==> src/sv/tca_pkg.sv <==
// Shared types, constants and the saturation helper function of the tick clock alignment block.
`timescale 1ns / 1ps
`default_nettype none

package tca_pkg;

    localparam int DEPTH_DEFAULT = 16;

    localparam int TICK_W     = 32;
    localparam int HOST_W     = 48;
    localparam int FLAGS_W    = 16;
    localparam int CONV_W     = 43;
    localparam int BASE_W     = 49;
    localparam int SUM_W      = 51;
    localparam int PHASE_W    = 2;
    localparam int CHK_TOL_W  = 20;
    localparam int ALR_TOL_W  = 24;
    localparam int CFG_IDX_W  = 1;
    localparam int CFG_DATA_W = 24;

    localparam logic [CFG_IDX_W-1:0] REG_CHECK_TOL = 1'b0;
    localparam logic [CFG_IDX_W-1:0] REG_ALERT_TOL = 1'b1;

    localparam logic [CHK_TOL_W-1:0] CHECK_TOL_RESET = 20'd5000;
    localparam logic [ALR_TOL_W-1:0] ALERT_TOL_RESET = 24'd20000;

    localparam logic [PHASE_W-1:0] PHASE_UNALIGNED = 2'd0;
    localparam logic [PHASE_W-1:0] PHASE_ALIGNING  = 2'd1;
    localparam logic [PHASE_W-1:0] PHASE_ALIGNED   = 2'd2;

    localparam logic [FLAGS_W-1:0] FULL_RATE_MASK = 16'h003F;

    // tick * 5000 / 3 = tick * 1666 + floor(tick * 2 / 3)
    localparam logic [CONV_W-1:0] CONV_INT_K = 43'd1666;

    typedef struct packed {
        logic [HOST_W-1:0] host;
        logic [CONV_W-1:0] conv;
    } sample_t;

    function automatic logic signed [BASE_W-1:0] sat_base(input logic signed [SUM_W-1:0] v);
        logic signed [BASE_W-1:0] r;
        if ((&v[SUM_W-1:BASE_W-1]) || !(|v[SUM_W-1:BASE_W-1])) begin
            r = $signed(v[BASE_W-1:0]);
        end
        else if (v[SUM_W-1]) begin
            r = $signed({1'b1, {(BASE_W-1){1'b0}}});
        end
        else begin
            r = $signed({1'b0, {(BASE_W-1){1'b1}}});
        end
        return r;
    endfunction

endpackage

`default_nettype wire

==> src/sv/tca_conv.sv <==
// Multi-cycle tick to microsecond converter, four quotient bits of the divide by three per cycle.
`timescale 1ns / 1ps
`default_nettype none

module tca_conv
    import tca_pkg::*;
(
    input  wire logic              clk,
    input  wire logic              rst_n,
    input  wire logic              start,
    input  wire logic [TICK_W-1:0] tick,
    output logic                   done,
    output logic [CONV_W-1:0]      result
);

    localparam int DIV_W  = 36;
    localparam int DIGITS = DIV_W / 4;
    localparam int CNT_W  = $clog2(DIGITS + 1);

    logic              busy_reg;
    logic              busy_next;
    logic [CNT_W-1:0]  cnt_reg;
    logic [CNT_W-1:0]  cnt_next;
    logic              done_reg;
    logic              done_next;
    logic [1:0]        rem_reg;
    logic [1:0]        rem_next;
    logic [DIV_W-1:0]  div_reg;
    logic [DIV_W-1:0]  div_next;
    logic [CONV_W-1:0] prod_reg;
    logic [CONV_W-1:0] prod_next;
    logic [CONV_W-1:0] result_reg;
    logic [CONV_W-1:0] result_next;

    logic [2:0]        trial;
    logic [1:0]        rem_step;
    logic [3:0]        q_digit;

    always_comb
    begin
        rem_step = rem_reg;
        q_digit  = 4'b0;
        trial    = 3'b0;
        for (int i = 3; i >= 0; i--)
        begin
            trial = {rem_step, div_reg[DIV_W-4+i]};
            if (trial >= 3'd3)
            begin
                rem_step   = 2'(trial - 3'd3);
                q_digit[i] = 1'b1;
            end
            else
            begin
                rem_step = trial[1:0];
            end
        end
    end

    always_comb
    begin
        busy_next   = busy_reg;
        cnt_next    = cnt_reg;
        done_next   = 1'b0;
        rem_next    = rem_reg;
        div_next    = div_reg;
        prod_next   = prod_reg;
        result_next = result_reg;
        if (start)
        begin
            busy_next = 1'b1;
            cnt_next  = CNT_W'(DIGITS);
            rem_next  = 2'b0;
            div_next  = {{(DIV_W-TICK_W-1){1'b0}}, tick, 1'b0};
            prod_next = CONV_W'(tick) * CONV_INT_K;
        end
        else if (busy_reg)
        begin
            if (cnt_reg != '0)
            begin
                cnt_next = cnt_reg - 1'b1;
                rem_next = rem_step;
                div_next = {div_reg[DIV_W-5:0], q_digit};
            end
            else
            begin
                busy_next   = 1'b0;
                done_next   = 1'b1;
                result_next = prod_reg + CONV_W'(div_reg);
            end
        end
    end

    always_ff @(posedge clk or negedge rst_n)
    begin
        if (!rst_n)
        begin
            busy_reg <= 1'b0;
            cnt_reg  <= '0;
            done_reg <= 1'b0;
        end
        else
        begin
            busy_reg <= busy_next;
            cnt_reg  <= cnt_next;
            done_reg <= done_next;
        end
    end

    always_ff @(posedge clk)
    begin
        rem_reg    <= rem_next;
        div_reg    <= div_next;
        prod_reg   <= prod_next;
        result_reg <= result_next;
    end

    assign done   = done_reg;
    assign result = result_reg;

endmodule

`default_nettype wire

==> src/sv/tca_ring_mem.sv <==
// Sample ring memory with one write port and one registered read port.
`timescale 1ns / 1ps
`default_nettype none

module tca_ring_mem
    import tca_pkg::*;
#(
    parameter int DEPTH = DEPTH_DEFAULT
)
(
    input  wire logic                     clk,
    input  wire logic                     we,
    input  wire logic [$clog2(DEPTH)-1:0] waddr,
    input  wire sample_t                  wdata,
    input  wire logic                     re,
    input  wire logic [$clog2(DEPTH)-1:0] raddr,
    output sample_t                       rdata
);

    sample_t mem_reg [DEPTH];
    sample_t rdata_reg;

    always_ff @(posedge clk)
    begin
        if (we)
        begin
            mem_reg[waddr] <= wdata;
        end
        if (re)
        begin
            rdata_reg <= mem_reg[raddr];
        end
    end

    assign rdata = rdata_reg;

endmodule

`default_nettype wire

==> src/sv/tick_clock_alignment.sv <==
// Top level of the tick clock alignment block: control sequencer, state registers and outputs.
//
//   Channel  Signals                           Direction  Transaction
//   in       in_valid/in_ready + 3 fields      sink       one device message
//   out      out_valid/out_ready + 5 fields    source     one result per message
//   cfg      cfg_valid/cfg_ready, index, data  sink       one register write
//
// An unaligned or aligning message passes from acceptance through the tick converter to the
// output state; an aligned message adds the stamp states (add, error). When the ring
// is full in the aligning phase, a full-rate message scans the stored samples, each through
// a memory read, an add and a compare, until one fails the check or all pass.
// One message is processed at a time; the output register lets the next message enter
// while a result waits, and a stalled receiver holds the sequencer in its output state.
// Reset clears phase, base, ring pointers and out_valid and loads the default tolerances.
`timescale 1ns / 1ps
`default_nettype none

module tick_clock_alignment
    import tca_pkg::*;
#(
    parameter int DEPTH = DEPTH_DEFAULT
)
(
    input  wire logic                    clk,
    input  wire logic                    rst_n,
    input  wire logic                    in_valid,
    output logic                         in_ready,
    input  wire logic [TICK_W-1:0]       tick_count,
    input  wire logic [HOST_W-1:0]       host_time_us,
    input  wire logic [FLAGS_W-1:0]      flag_word,
    output logic                         out_valid,
    input  wire logic                    out_ready,
    output logic [PHASE_W-1:0]           phase,
    output logic signed [BASE_W-1:0]     base_time_us,
    output logic signed [BASE_W-1:0]     stamped_time_us,
    output logic signed [BASE_W-1:0]     time_error_us,
    output logic                         alert,
    input  wire logic                    cfg_valid,
    output logic                         cfg_ready,
    input  wire logic [CFG_IDX_W-1:0]    cfg_index,
    input  wire logic [CFG_DATA_W-1:0]   cfg_data
);

    localparam int AW = $clog2(DEPTH);
    localparam int CW = $clog2(DEPTH + 1);

    typedef enum logic [9:0] {
        S_IDLE      = 10'b0000000001,
        S_CONV      = 10'b0000000010,
        S_SCAN_RD   = 10'b0000000100,
        S_SCAN_ADD  = 10'b0000001000,
        S_SCAN_CMP  = 10'b0000010000,
        S_BASE_RD   = 10'b0000100000,
        S_BASE_SUB  = 10'b0001000000,
        S_STAMP_ADD = 10'b0010000000,
        S_STAMP_ERR = 10'b0100000000,
        S_OUT       = 10'b1000000000
    } state_t;

    state_t                   state_reg;
    state_t                   state_next;
    logic [PHASE_W-1:0]       phase_reg;
    logic [PHASE_W-1:0]       phase_next;
    logic signed [BASE_W-1:0] base_reg;
    logic signed [BASE_W-1:0] base_next;
    logic [AW-1:0]            head_reg;
    logic [AW-1:0]            head_next;
    logic [CW-1:0]            count_reg;
    logic [CW-1:0]            count_next;
    logic [AW-1:0]            ptr_reg;
    logic [AW-1:0]            ptr_next;
    logic [AW-1:0]            k_reg;
    logic [AW-1:0]            k_next;
    logic                     out_valid_reg;
    logic                     out_valid_next;
    logic [CHK_TOL_W-1:0]     chk_tol_reg;
    logic [CHK_TOL_W-1:0]     chk_tol_next;
    logic [ALR_TOL_W-1:0]     alr_tol_reg;
    logic [ALR_TOL_W-1:0]     alr_tol_next;

    logic [HOST_W-1:0]        host_reg;
    logic [HOST_W-1:0]        host_next;
    logic                     full_reg;
    logic                     full_next;
    logic signed [SUM_W-1:0]  sum_reg;
    logic signed [SUM_W-1:0]  sum_next;
    logic signed [BASE_W-1:0] stamped_reg;
    logic signed [BASE_W-1:0] stamped_next;
    logic signed [BASE_W-1:0] err_reg;
    logic signed [BASE_W-1:0] err_next;
    logic                     alert_reg;
    logic                     alert_next;

    logic [PHASE_W-1:0]       phase_o_reg;
    logic [PHASE_W-1:0]       phase_o_next;
    logic signed [BASE_W-1:0] base_o_reg;
    logic signed [BASE_W-1:0] base_o_next;
    logic signed [BASE_W-1:0] stamped_o_reg;
    logic signed [BASE_W-1:0] stamped_o_next;
    logic signed [BASE_W-1:0] err_o_reg;
    logic signed [BASE_W-1:0] err_o_next;
    logic                     alert_o_reg;
    logic                     alert_o_next;

    logic                     in_fire;
    logic                     conv_done;
    logic [CONV_W-1:0]        conv_result;
    logic                     mem_we;
    logic [AW-1:0]            mem_waddr;
    sample_t                  mem_wdata;
    logic                     mem_re;
    logic [AW-1:0]            mem_raddr;
    sample_t                  rd_sample;

    logic signed [SUM_W-1:0]  host_ext;
    logic signed [SUM_W-1:0]  base_ext;
    logic signed [SUM_W-1:0]  cres_ext;
    logic signed [SUM_W-1:0]  rconv_ext;
    logic signed [SUM_W-1:0]  rhost_ext;
    logic signed [SUM_W-1:0]  chk_ext;
    logic signed [SUM_W-1:0]  alr_ext;
    logic signed [SUM_W-1:0]  diff_new;
    logic signed [SUM_W-1:0]  diff_rd;
    logic signed [SUM_W-1:0]  dt;
    logic signed [SUM_W-1:0]  err_full;
    logic                     sample_fail;
    logic [AW:0]              slot_sum;
    logic [AW-1:0]            fill_slot;
    logic [AW-1:0]            ptr_inc;
    logic [AW-1:0]            head_after_fail;

    assign in_ready  = (state_reg == S_IDLE);
    assign in_fire   = in_valid && in_ready;
    assign cfg_ready = 1'b1;

    tca_conv u_conv (
        .clk    (clk),
        .rst_n  (rst_n),
        .start  (in_fire),
        .tick   (tick_count),
        .done   (conv_done),
        .result (conv_result)
    );

    tca_ring_mem #(
        .DEPTH (DEPTH)
    ) u_ring_mem (
        .clk   (clk),
        .we    (mem_we),
        .waddr (mem_waddr),
        .wdata (mem_wdata),
        .re    (mem_re),
        .raddr (mem_raddr),
        .rdata (rd_sample)
    );

    assign host_ext  = $signed({{(SUM_W-HOST_W){1'b0}}, host_reg});
    assign base_ext  = $signed({{(SUM_W-BASE_W){base_reg[BASE_W-1]}}, base_reg});
    assign cres_ext  = $signed({{(SUM_W-CONV_W){1'b0}}, conv_result});
    assign rconv_ext = $signed({{(SUM_W-CONV_W){1'b0}}, rd_sample.conv});
    assign rhost_ext = $signed({{(SUM_W-HOST_W){1'b0}}, rd_sample.host});
    assign chk_ext   = $signed({{(SUM_W-CHK_TOL_W){1'b0}}, chk_tol_reg});
    assign alr_ext   = $signed({{(SUM_W-ALR_TOL_W){1'b0}}, alr_tol_reg});

    assign diff_new    = host_ext - cres_ext;
    assign diff_rd     = host_ext - rconv_ext;
    assign dt          = rhost_ext - sum_reg;
    assign err_full    = host_ext - sum_reg;
    assign sample_fail = (dt > chk_ext) || (dt < -chk_ext);

    assign slot_sum  = (AW+1)'(head_reg) + (AW+1)'(count_reg);
    assign fill_slot = (slot_sum >= (AW+1)'(DEPTH)) ? AW'(slot_sum - (AW+1)'(DEPTH))
                                                    : slot_sum[AW-1:0];
    assign ptr_inc         = (ptr_reg == AW'(DEPTH - 1)) ? '0 : ptr_reg + 1'b1;
    assign head_after_fail = ptr_inc;

    assign mem_wdata = '{host: host_reg, conv: conv_result};
    assign mem_waddr = (state_reg == S_CONV) ? fill_slot : head_reg;
    assign mem_re    = (state_reg == S_SCAN_RD) || (state_reg == S_BASE_RD);
    assign mem_raddr = (state_reg == S_SCAN_RD) ? ptr_reg : head_reg;

    always_comb
    begin
        mem_we = 1'b0;
        if ((state_reg == S_CONV) && conv_done && (phase_reg == PHASE_ALIGNING) && full_reg
            && (count_reg != CW'(DEPTH)))
        begin
            mem_we = 1'b1;
        end
        else if ((state_reg == S_SCAN_CMP) && sample_fail)
        begin
            mem_we = 1'b1;
        end
    end

    always_comb
    begin
        state_next     = state_reg;
        phase_next     = phase_reg;
        base_next      = base_reg;
        head_next      = head_reg;
        count_next     = count_reg;
        ptr_next       = ptr_reg;
        k_next         = k_reg;
        out_valid_next = out_valid_reg && !out_ready;
        chk_tol_next   = chk_tol_reg;
        alr_tol_next   = alr_tol_reg;
        host_next      = host_reg;
        full_next      = full_reg;
        sum_next       = sum_reg;
        stamped_next   = stamped_reg;
        err_next       = err_reg;
        alert_next     = alert_reg;
        phase_o_next   = phase_o_reg;
        base_o_next    = base_o_reg;
        stamped_o_next = stamped_o_reg;
        err_o_next     = err_o_reg;
        alert_o_next   = alert_o_reg;

        if (cfg_valid && cfg_ready)
        begin
            unique case (cfg_index)
                REG_CHECK_TOL: chk_tol_next = cfg_data[CHK_TOL_W-1:0];
                REG_ALERT_TOL: alr_tol_next = cfg_data[ALR_TOL_W-1:0];
                default:       chk_tol_next = chk_tol_reg;
            endcase
        end

        unique case (state_reg)
            S_IDLE:
            begin
                if (in_fire)
                begin
                    host_next    = host_time_us;
                    full_next    = (flag_word & FULL_RATE_MASK) == FULL_RATE_MASK;
                    stamped_next = '0;
                    err_next     = '0;
                    alert_next   = 1'b0;
                    state_next   = S_CONV;
                end
            end
            S_CONV:
            begin
                if (conv_done)
                begin
                    state_next = S_OUT;
                    if (phase_reg == PHASE_ALIGNED)
                    begin
                        state_next = S_STAMP_ADD;
                    end
                    else if (full_reg && (phase_reg == PHASE_UNALIGNED))
                    begin
                        base_next  = $signed(diff_new[BASE_W-1:0]);
                        phase_next = PHASE_ALIGNING;
                    end
                    else if (full_reg)
                    begin
                        if (count_reg != CW'(DEPTH))
                        begin
                            count_next = count_reg + 1'b1;
                        end
                        else
                        begin
                            ptr_next   = head_reg;
                            k_next     = '0;
                            state_next = S_SCAN_RD;
                        end
                    end
                end
            end
            S_SCAN_RD:
            begin
                state_next = S_SCAN_ADD;
            end
            S_SCAN_ADD:
            begin
                sum_next   = base_ext + rconv_ext;
                state_next = S_SCAN_CMP;
            end
            S_SCAN_CMP:
            begin
                if (sample_fail)
                begin
                    head_next  = head_after_fail;
                    count_next = CW'(DEPTH) - CW'(k_reg);
                    if (k_reg == AW'(DEPTH - 1))
                    begin
                        base_next  = $signed(diff_new[BASE_W-1:0]);
                        state_next = S_OUT;
                    end
                    else
                    begin
                        state_next = S_BASE_RD;
                    end
                end
                else if (k_reg == AW'(DEPTH - 1))
                begin
                    phase_next = PHASE_ALIGNED;
                    state_next = S_OUT;
                end
                else
                begin
                    k_next     = k_reg + 1'b1;
                    ptr_next   = ptr_inc;
                    state_next = S_SCAN_RD;
                end
            end
            S_BASE_RD:
            begin
                state_next = S_BASE_SUB;
            end
            S_BASE_SUB:
            begin
                base_next  = $signed(diff_rd[BASE_W-1:0]);
                state_next = S_OUT;
            end
            S_STAMP_ADD:
            begin
                sum_next   = base_ext + cres_ext;
                state_next = S_STAMP_ERR;
            end
            S_STAMP_ERR:
            begin
                stamped_next = sat_base(sum_reg);
                err_next     = sat_base(err_full);
                alert_next   = (err_full > alr_ext) || (err_full < -alr_ext);
                state_next   = S_OUT;
            end
            S_OUT:
            begin
                if (!out_valid_reg || out_ready)
                begin
                    out_valid_next = 1'b1;
                    phase_o_next   = phase_reg;
                    base_o_next    = base_reg;
                    stamped_o_next = stamped_reg;
                    err_o_next     = err_reg;
                    alert_o_next   = alert_reg;
                    state_next     = S_IDLE;
                end
            end
            default:
            begin
                state_next = S_IDLE;
            end
        endcase
    end

    always_ff @(posedge clk or negedge rst_n)
    begin
        if (!rst_n)
        begin
            state_reg     <= S_IDLE;
            phase_reg     <= PHASE_UNALIGNED;
            base_reg      <= '0;
            head_reg      <= '0;
            count_reg     <= '0;
            ptr_reg       <= '0;
            k_reg         <= '0;
            out_valid_reg <= 1'b0;
            chk_tol_reg   <= CHECK_TOL_RESET;
            alr_tol_reg   <= ALERT_TOL_RESET;
        end
        else
        begin
            state_reg     <= state_next;
            phase_reg     <= phase_next;
            base_reg      <= base_next;
            head_reg      <= head_next;
            count_reg     <= count_next;
            ptr_reg       <= ptr_next;
            k_reg         <= k_next;
            out_valid_reg <= out_valid_next;
            chk_tol_reg   <= chk_tol_next;
            alr_tol_reg   <= alr_tol_next;
        end
    end

    always_ff @(posedge clk)
    begin
        host_reg      <= host_next;
        full_reg      <= full_next;
        sum_reg       <= sum_next;
        stamped_reg   <= stamped_next;
        err_reg       <= err_next;
        alert_reg     <= alert_next;
        phase_o_reg   <= phase_o_next;
        base_o_reg    <= base_o_next;
        stamped_o_reg <= stamped_o_next;
        err_o_reg     <= err_o_next;
        alert_o_reg   <= alert_o_next;
    end

    assign out_valid       = out_valid_reg;
    assign phase           = phase_o_reg;
    assign base_time_us    = base_o_reg;
    assign stamped_time_us = stamped_o_reg;
    assign time_error_us   = err_o_reg;
    assign alert           = alert_o_reg;

    a_count_bounded: assert property (@(posedge clk) disable iff (!rst_n)
        count_reg <= CW'(DEPTH))
        else $error("Ring fill count exceeds the ring depth.");

    a_aligned_sticky: assert property (@(posedge clk) disable iff (!rst_n)
        phase_reg == PHASE_ALIGNED |=> phase_reg == PHASE_ALIGNED)
        else $error("Phase left the aligned state.");

    a_conv_done_expected: assert property (@(posedge clk) disable iff (!rst_n)
        conv_done |-> state_reg == S_CONV)
        else $error("Converter finished while the sequencer was not waiting for it.");

    a_no_stamp_unaligned: assert property (@(posedge clk) disable iff (!rst_n)
        (out_valid_reg && (phase_o_reg != PHASE_ALIGNED)) |->
            (!alert_o_reg && (stamped_o_reg == '0) && (err_o_reg == '0)))
        else $error("Stamp fields set on a transaction that is not aligned.");

endmodule

`default_nettype wire
==> config.mk <==
export PLATFORM = sky130hd
export DESIGN_NAME = tick_clock_alignment
export DESIGN_NICKNAME = d
export VERILOG_FILES = /design/src/sv/tca_pkg.sv /design/src/sv/tca_conv.sv /design/src/sv/tca_ring_mem.sv /design/src/sv/tick_clock_alignment.sv
export SDC_FILE = /design/constraint.sdc
export NUM_CORES = 2
export LEC_CHECK = 0
export ABC_AREA = 1
export BUFFER_PORTS_ARGS = -buffer_cell sky130_fd_sc_hd__buf_2
export CAP_MARGIN = 30
export CORE_UTILIZATION = 30
export DETAILED_ROUTE_END_ITERATION = 7
export SLEW_MARGIN = 10
export SYNTH_ARGS = -nofsm -noshare
export SYNTH_HDL_FRONTEND = slang
export SYNTH_SLANG_ARGS = --single-unit
==> constraint.sdc <==
create_clock -name clk -period 7.7 [get_ports clk]
set_input_delay 1.54 -clock clk [delete_from_list [all_inputs] [get_ports clk]]
set_output_delay 1.54 -clock clk [all_outputs]
set_load 0.005 [all_outputs]
# Yosys cells after proc, flatten, opt, wreduce, memory -nomap -nowiden
# Memories as Yosys holds them, arrays and structs flattened. A register that Yosys moved wholly into a read port is not among the register bits.
# Index checks and enable logic that the tools add are counted.
[totals] reg_bits=601 ram_bits=1456 inputBits=126 out_inout_bits=153 memories=1
[memory_table] name="u_ring_mem.mem_reg" depth=16 width=91 rd=1 rd_ports_with_merged_regs=1 wr=1 line_no="tca_ring_mem.sv:20" source="sample_t mem_reg [DEPTH];"
[op_classes] n_addsub=20 n_mul=1 n_lt_le_gt_ge=9 n_eq_ne=29 muxes=86 n_bitwise=3 n_reduce_logical=45
[op_table] cell="49-bit 2-to-1 mux" n=10
[op_table] cell="49-bit one-hot mux with 2 select lines" n=2
[op_table] cell="49-bit one-hot mux with 3 select lines" n=1
[op_table] cell="51-bit less-than comparator" n=2
[op_table] cell="51-bit one-hot mux with 2 select lines" n=1
[op_table] cell="49-bit by 51-bit subtractor with 51-bit output" n=2
[op_table] cell="49-bit by 44-bit adder with 50-bit output" n=2
[op_table] cell="10-bit 2-to-1 mux" n=10
[op_table] cell="33-bit 2-to-1 mux" n=3
[op_table] cell="48-bit by 43-bit subtractor with 49-bit output" n=2
[op_table] cell="10-bit one-hot mux with 9 select lines" n=1
[op_table] cell="4-bit 2-to-1 mux" n=21
[op_table] cell="51-bit by 21-bit > comparator with 1-bit output" n=1
[op_table] cell="51-bit by 25-bit > comparator with 1-bit output" n=1
[op_table] cell="20-bit negation with 51-bit output" n=1
[op_table] cell="24-bit negation with 51-bit output" n=1
[op_table] cell="43-bit by 36-bit adder with 43-bit output" n=1
[op_table] cell="32-bit by 10-bit multiplier with 42-bit output (second input constant)" n=1
[op_table] cell="5-bit 2-to-1 mux" n=6
[op_table] cell="2-bit 2-to-1 mux" n=9
[op_table] cell="1-bit 2-to-1 mux" n=17
[op_table] cell="2-bit != test (second input constant)" n=8
[op_table] cell="4-bit one-hot mux with 2 select lines" n=2
[op_table] cell="2-bit AND reduction" n=8
[op_table] cell="other kinds (41)" n=80

# Longest topological paths before layout
[logic_depth] depth_word=11 ltp_mapped=35 ltp_nobuf=34

# Modules after synthesis
# From an unflattened synthesis, not the netlist that was laid out.
[hier_totals] hier_cells=11959 area_unflattened_um2=113005.9
[modules_own_cells] module="tca_ring_mem" n_inst=1 cells_each=5974 area_each_um2=65544.1 seq_area_each_um2=46454.6
[modules_own_cells] module="tick_clock_alignment" n_inst=1 cells_each=4610 area_each_um2=35303.9 seq_area_each_um2=13541.7
[modules_own_cells] module="tca_conv" n_inst=1 cells_each=1375 area_each_um2=12157.9 seq_area_each_um2=3783.6

# Worst setup path after synthesis
# OpenSTA, ideal clock, no wires.
[synth_path] path_type="in2reg" from="in out_ready" to="reg alert_o_reg (netlist: alert) (enable)" setup_time_ns=0.661 arrival_time_ns=7.783 required_time_ns=7.039 setup_slack_ns=-0.745 path_stages=2 n_path_buf=0 cell_sequence="nor2_1 > nor2_1"
[synth_between] elab_chain_len=2
[synth_rtl] element="start, declared" line_no="tick_clock_alignment.sv:32" source="input wire logic out_ready,"
[synth_rtl] element="1-bit logical OR" line_no="tick_clock_alignment.sv:331" source="if (!out_valid_reg || out_ready)"
[synth_rtl] element="2-bit AND reduction (no line)"
[synth_rtl] element="end signal, assigned" line_no="tick_clock_alignment.sv:391" source="alert_o_reg <= alert_o_next;"
[synth_rtl] element="end, declared" line_no="tick_clock_alignment.sv:102" source="logic alert_o_reg;"
# No other way between the ends.
# A chain may end at the register's enable or synchronous reset.

# Worst setup path after layout
[layout_path] from="reg sum_reg[2]" to="mem u_ring_mem.mem_reg[15][67] (netlist bit) (enable)"
[layout_between] elab_chain_len=8
[layout_rtl] element="start, declared" line_no="tick_clock_alignment.sv:85" source="logic signed [SUM_W-1:0] sum_reg;"
[layout_rtl] element="start signal, assigned" line_no="tick_clock_alignment.sv:383" source="sum_reg <= sum_next;"
[layout_rtl] element="49-bit by 51-bit subtractor with 51-bit output (*)" line_no="tick_clock_alignment.sv:167" source="assign dt = rhost_ext - sum_reg;"
[layout_rtl] element="51-bit by 21-bit > comparator with 1-bit output or 51-bit less-than comparator (tied branches)" line_no="tick_clock_alignment.sv:169" source="assign sample_fail = (dt > chk_ext) || (dt < -chk_ext);"
[layout_rtl] element="1-bit logical OR (*)" line_no="tick_clock_alignment.sv:169"
[layout_rtl] element="1-bit logical AND (*)" line_no="tick_clock_alignment.sv:190" source="else if ((state_reg == S_SCAN_CMP) && sample_fail)"
[layout_rtl] element="1-bit 2-to-1 mux (*)" line_no="tick_clock_alignment.sv:190"
[layout_rtl] element="1-bit 2-to-1 mux (*)" line_no="tick_clock_alignment.sv:185" source="if ((state_reg == S_CONV) && conv_done && (phase_reg == PHASE_ALIGNING) && full_reg"
[layout_rtl] element="1-bit 2-to-1 mux (*)" line_no="tca_ring_mem.sv:25" source="if (we)"
[layout_rtl] element="1-bit 2-to-1 mux (implied by the code) (*)" line_no="tca_ring_mem.sv:27" source="mem_reg[waddr] <= wdata;"
[layout_rtl] element="end, declared" line_no="tca_ring_mem.sv:20"
# Mark *: on every way between the ends. The rest lies on a longest branch, timed or not.

==> impl_metrics.prom <==
# TYPE chip_impl_metric gauge
chip_impl_metric{name="timing.final.setup_violations",unit=""} 0
chip_impl_metric{name="avgRoutedWirePerCell",unit="um"} 21.4
chip_impl_metric{name="fillCellCount",unit=""} 35900
chip_impl_metric{name="mappedNetlistNets",unit=""} 11200
chip_impl_metric{name="synth_cell_type_count",unit=""} 64
chip_impl_info{name="clock_tree.root_cell",value="sky130_fd_sc_hd__clkbuf_16"} 1
chip_impl_info{name="critical_path.reg2reg.endpoint",value="u_ring_mem.mem_reg[15][67]$_DFFE_PP_"} 1
chip_impl_metric{name="gp_routability_congestion",unit=""} 0.979
chip_impl_metric{name="design.core.area",unit="um^2"} 359000
chip_impl_metric{name="remaining_routing_drc_violations",unit=""} 0
chip_impl_info{name="grt_setup_unrepaired",value="false"} 1
chip_impl_metric{name="clk_pin_slew_worst_paths",unit="ns"} 0.06
chip_impl_info{name="slowest_stage",value="sky130_fd_sc_hd__nor2_4"} 1
chip_impl_metric{name="vias",unit=""} 77200
chip_impl_metric{name="antenna_violations_before_repair",unit=""} 47
chip_impl_metric{name="critical_path_arrival",unit="ns"} 7.57
chip_impl_metric{name="layout.cell_area.non_filler",unit="um^2"} 124000
chip_impl_metric{name="synth_seq_cells",unit=""} 2147
chip_impl_metric{name="yosysSeqAreaShare",unit=""} 0.589
chip_impl_metric{name="initial_cell_density_of_the_core",unit=""} 0.301
chip_impl_info{name="yosys-top-cells-area",value="sky130_fd_sc_hd__edfxtp_1 56%, sky130_fd_sc_hd__nand2_1 6.9%, sky130_fd_sc_hd__ha_1 6.1%"} 1
chip_impl_metric{name="route.final.wire_length",unit="mm"} 337
chip_impl_metric{name="grt-ovfl-total",unit=""} 0
chip_impl_metric{name="placement.cell_area",unit="um^2"} 116000
chip_impl_info{name="cts_tree",value="yes"} 1
chip_impl_metric{name="edff_count_synth",unit=""} 2012
chip_impl_metric{name="hold-worst-slack",unit="ns"} 0.418
chip_impl_metric{name="worst-r2r-setup-slack",unit="ns"} 0.66
chip_impl_info{name="worst_setup_path_startpoint",value="sum_reg[2]$_DFFE_PP_"} 1
chip_impl_metric{name="floorplan.rows",unit=""} 220
chip_impl_info{name="cp_top_family",value="simple AND/OR/NAND/NOR gates"} 1
chip_impl_metric{name="cts_resized",unit=""} 0
chip_impl_metric{name="finalPower",unit="mW"} 33.7
chip_impl_metric{name="hold_viol_final",unit=""} 0
chip_impl_metric{name="detailedRoute.firstIterationViolations",unit=""} 7691
chip_impl_metric{name="post_route_cells_drive_above_1_share",unit=""} 0.0840
chip_impl_metric{name="cts.hold.buffers_added",unit=""} 0
chip_impl_info{name="worst_setup_path_end_kind",value="register"} 1
chip_impl_metric{name="finClkSkew",unit="ns"} 0.104
chip_impl_metric{name="critical_path_buf_inv_count",unit=""} 3
chip_impl_metric{name="p_sw",unit="mW"} 10.7
chip_impl_metric{name="grt_pass1_vias",unit=""} 72500
chip_impl_metric{name="ant_nets",unit=""} 0
chip_impl_info{name="setup.worst_path.start_class",value="register"} 1
chip_impl_metric{name="total_i_o_pin_count",unit=""} 279
chip_impl_metric{name="dr.pass1.iters",unit=""} 6
chip_impl_metric{name="max_slew.worst_pin.slew",unit="ns"} 1.18
chip_impl_metric{name="area.growth.synth_to_final",unit="%"} 14.2
chip_impl_metric{name="syn_inst",unit=""} 10500
chip_impl_metric{name="grt.total_usage",unit=""} 0.181
chip_impl_info{name="timing.critical_path.to",value="u_ring_mem.mem_reg[15][67]$_DFFE_PP_"} 1
chip_impl_info{name="timing.hold.worst.class",value="register to register"} 1
chip_impl_metric{name="clockPowerShare",unit=""} 0.321
chip_impl_metric{name="synth.avg_cell_area",unit="um^2"} 10.3
chip_impl_info{name="worstSetupPathType",value="register to register"} 1
chip_impl_metric{name="syn_area",unit="um^2"} 108000
chip_impl_metric{name="largest_net_degree_at_the_start_of_global_routing",unit=""} 251
chip_impl_metric{name="fmax",unit="MHz"} 142
chip_impl_metric{name="critical_path.max_stage_delay",unit="ns"} 0.65
chip_impl_metric{name="total_count_of_max_transition_violations_in_the_final_report",unit=""} 0
chip_impl_metric{name="ff2ff_path_depth",unit=""} 25
chip_impl_metric{name="global_route_wire_length_before_repair",unit="mm"} 487
chip_impl_metric{name="vdd_drop_max",unit="mV"} 0.204
chip_impl_metric{name="timing.slew.headroom",unit=""} 0.217
chip_impl_metric{name="hpwlAfterDp",unit="mm"} 231
chip_impl_metric{name="sequentialPowerShare",unit=""} 0.449
chip_impl_metric{name="clock_tree.buffer_depth",unit=""} 4
chip_impl_metric{name="total_leakage_power",unit="nW"} 51.2
chip_impl_metric{name="critical_path_peak_fanout",unit=""} 34
chip_impl_metric{name="synth_top_area_frac",unit=""} 0.558
chip_impl_metric{name="tritoncts_num_sinks",unit=""} 2147
chip_impl_info{name="cell_seen_most_often_among_critical_path_stages",value="sky130_fd_sc_hd__nand2_1"} 1
chip_impl_metric{name="port-buffer-count",unit=""} 267
chip_impl_info{name="critical_path.reg2reg.startpoint",value="sum_reg[2]$_DFFE_PP_"} 1
chip_impl_metric{name="postCtsSetupBuffers",unit=""} 0
chip_impl_metric{name="finish.net_count",unit=""} 11500
chip_impl_metric{name="cellInternalPower",unit="mW"} 23.0
chip_impl_metric{name="min_period_over_period",unit=""} 0.915
chip_impl_metric{name="synth-warning-count",unit=""} 0
chip_impl_info{name="postSynth.topFlopCell",value="sky130_fd_sc_hd__edfxtp_1"} 1
chip_impl_info{name="synth_most_common_cell",value="sky130_fd_sc_hd__edfxtp_1"} 1
chip_impl_metric{name="insertion_delay",unit="ns"} 0.94
chip_impl_metric{name="number_of_buffers_inserted_during_clock_tree_synthesis",unit=""} 228
chip_impl_metric{name="timing.critical_path.depth",unit=""} 25
chip_impl_metric{name="share_comb_of_total_power",unit=""} 0.229
chip_impl_info{name="outcome",value="completed"} 1
chip_impl_metric{name="power-per-cell-area",unit="nW/um^2"} 272
chip_impl_metric{name="dieHeight",unit="um"} 603
chip_impl_info{name="yosys.area.top_type",value="sky130_fd_sc_hd__edfxtp_1"} 1
chip_impl_metric{name="layout_min_cycle_time",unit="ns"} 7.04
chip_impl_metric{name="clock_tree.htree_level_count",unit=""} 4
chip_impl_metric{name="detail_route.vias_per_cell",unit=""} 4.90
chip_impl_metric{name="largest_register_ff_count",unit=""} 1456
chip_impl_metric{name="floorplan.die_area",unit="um^2"} 363000
chip_impl_metric{name="max-cap-violations",unit=""} 0
chip_impl_metric{name="switching_share",unit=""} 0.318
chip_impl_info{name="post_synth_most_frequent_cells",value="2012 x sky130_fd_sc_hd__edfxtp_1, 1996 x sky130_fd_sc_hd__nand2_1, 1701 x sky130_fd_sc_hd__inv_1, 646 x sky130_fd_sc_hd__o211ai_1, 591 x sky130_fd_sc_hd__a21oi_1"} 1
chip_impl_metric{name="synth_async_sr_flop_share",unit=""} 0.0601
chip_impl_metric{name="cp_data_required_time",unit="ns"} 8.22
chip_impl_metric{name="die-width",unit="um"} 603
-- power by group through the flow --
stage | Clock [mW] | Sequential, mW | Combinational, mW
finish | 10.8 | 15.1 | 7.73
global route | 11.4 | 15.2 | 8.64
CTS | 11.0 | 15.2 | 7.69
detailed placement | 0 | 15.4 | 7.64
global placement | 0 | 15.4 | 7.54
floorplan | 0 | 15.0 | 5.18
-- routing by layer --
layer | wire length [um] | global-route usage
met1 | 142000 | 0.237
met4 | 16300 | 0.0781
met5 | 9 | 0
met3 | 21800 | 0.0232
met2 | 157000 | 0.299
-- area by class of cell --
cell class	count	area [um^2]	area share
Tap cell	4773	5970	0.0483
Clock buffer	273	5970	0.0482
Timing Repair Buffer	454	3470	0.0280
Antenna cell	6	15.0	0.000121
Inverter	1714	6460	0.0522
Multi-Input combinational cell	6244	36700	0.297
Clock inverter	138	1310	0.0106
Sequential cell	2147	63800	0.516
-- how the worst min path moves through the flow --
stage / depth (start not counted) / startpoint / end / slack (ns)
after floorplan: 0 / alert_reg$_SDFFCE_PN0P_ / alert$_DFFE_PP_ / 0.40
after global placement: 0 / err_reg[8]$_SDFFCE_PN0P_ / time_error_us[8]$_DFFE_PP_ / 0.40
after detailed placement: 0 / stamped_reg[3]$_SDFFCE_PN0P_ / stamped_time_us[3]$_DFFE_PP_ / 0.40
after CTS: 0 / stamped_reg[36]$_SDFFCE_PN0P_ / stamped_time_us[36]$_DFFE_PP_ / 0.42
after global routing: 0 / stamped_reg[12]$_SDFFCE_PN0P_ / stamped_time_us[12]$_DFFE_PP_ / 0.42
final: 0 / err_reg[22]$_SDFFCE_PN0P_ / time_error_us[22]$_DFFE_PP_ / 0.42
-- kinds of logic after synthesis --
group	Yosys count	synth area share
AND/OR/NAND/NOR	3418	0.132
flip-flops	2147	0.589
AO/OA/AOI/OAI	1972	0.112
adder cells (fa/ha/maj)	582	0.0711
buffers and inverters	2087	0.0738
other	1	0.0000346
XOR/XNOR	271	0.0219
-- cell usage in the layout (no fill, tap or decap), types with 13 or more instances in the layout --
cell                        instances
sky130_fd_sc_hd__a211oi_1          14
sky130_fd_sc_hd__a21boi_0          16
sky130_fd_sc_hd__a21o_1            24
sky130_fd_sc_hd__a21oi_1          588
sky130_fd_sc_hd__a31oi_1           33
sky130_fd_sc_hd__buf_12            52
sky130_fd_sc_hd__buf_2            266
sky130_fd_sc_hd__buf_4            129
sky130_fd_sc_hd__bufinv_16         21
sky130_fd_sc_hd__clkbuf_1          37
sky130_fd_sc_hd__clkbuf_16        229
sky130_fd_sc_hd__clkinv_1          54
sky130_fd_sc_hd__clkinv_2          43
sky130_fd_sc_hd__dfrtp_1          118
sky130_fd_sc_hd__edfxtp_1        2012
sky130_fd_sc_hd__fa_1              56
sky130_fd_sc_hd__ha_1             525
sky130_fd_sc_hd__inv_1           1696
sky130_fd_sc_hd__nand2_1         1995
sky130_fd_sc_hd__nand3_1          582
sky130_fd_sc_hd__nand3b_1          13
sky130_fd_sc_hd__nand4_1           81
sky130_fd_sc_hd__nor2_1           552
sky130_fd_sc_hd__nor2_4            18
sky130_fd_sc_hd__nor3_1            50
sky130_fd_sc_hd__nor4_1            26
sky130_fd_sc_hd__o211ai_1         646
sky130_fd_sc_hd__o21a_1            29
sky130_fd_sc_hd__o21ai_0          457
sky130_fd_sc_hd__o21ai_1           39
sky130_fd_sc_hd__o21bai_1          19
sky130_fd_sc_hd__o221ai_1          64
sky130_fd_sc_hd__or2_2             51
sky130_fd_sc_hd__xnor2_1           87
sky130_fd_sc_hd__xor2_1           184
-- metrics by stage --
| stage | utilization | setup slack [ns] | std cells | setup TNS (ns) |
|---|---|---|---|---|
| 3_3_place_gp | 0.323 | 0.614 | 15300 | 0 |
| 2_1_floorplan | - | -0.580 | 10500 | -841.39 |
| 4_1_cts | 0.344 | 0.673 | 15700 | 0 |
| 3_5_place_dp | 0.324 | 0.709 | 15300 | 0 |
| 5_1_grt | 0.344 | 0.00477 | 15700 | 0 |
| 6_report | 0.344 | 0.656 | 15700 | 0 |
No activity file was read; power rests on OpenSTA's default activity.
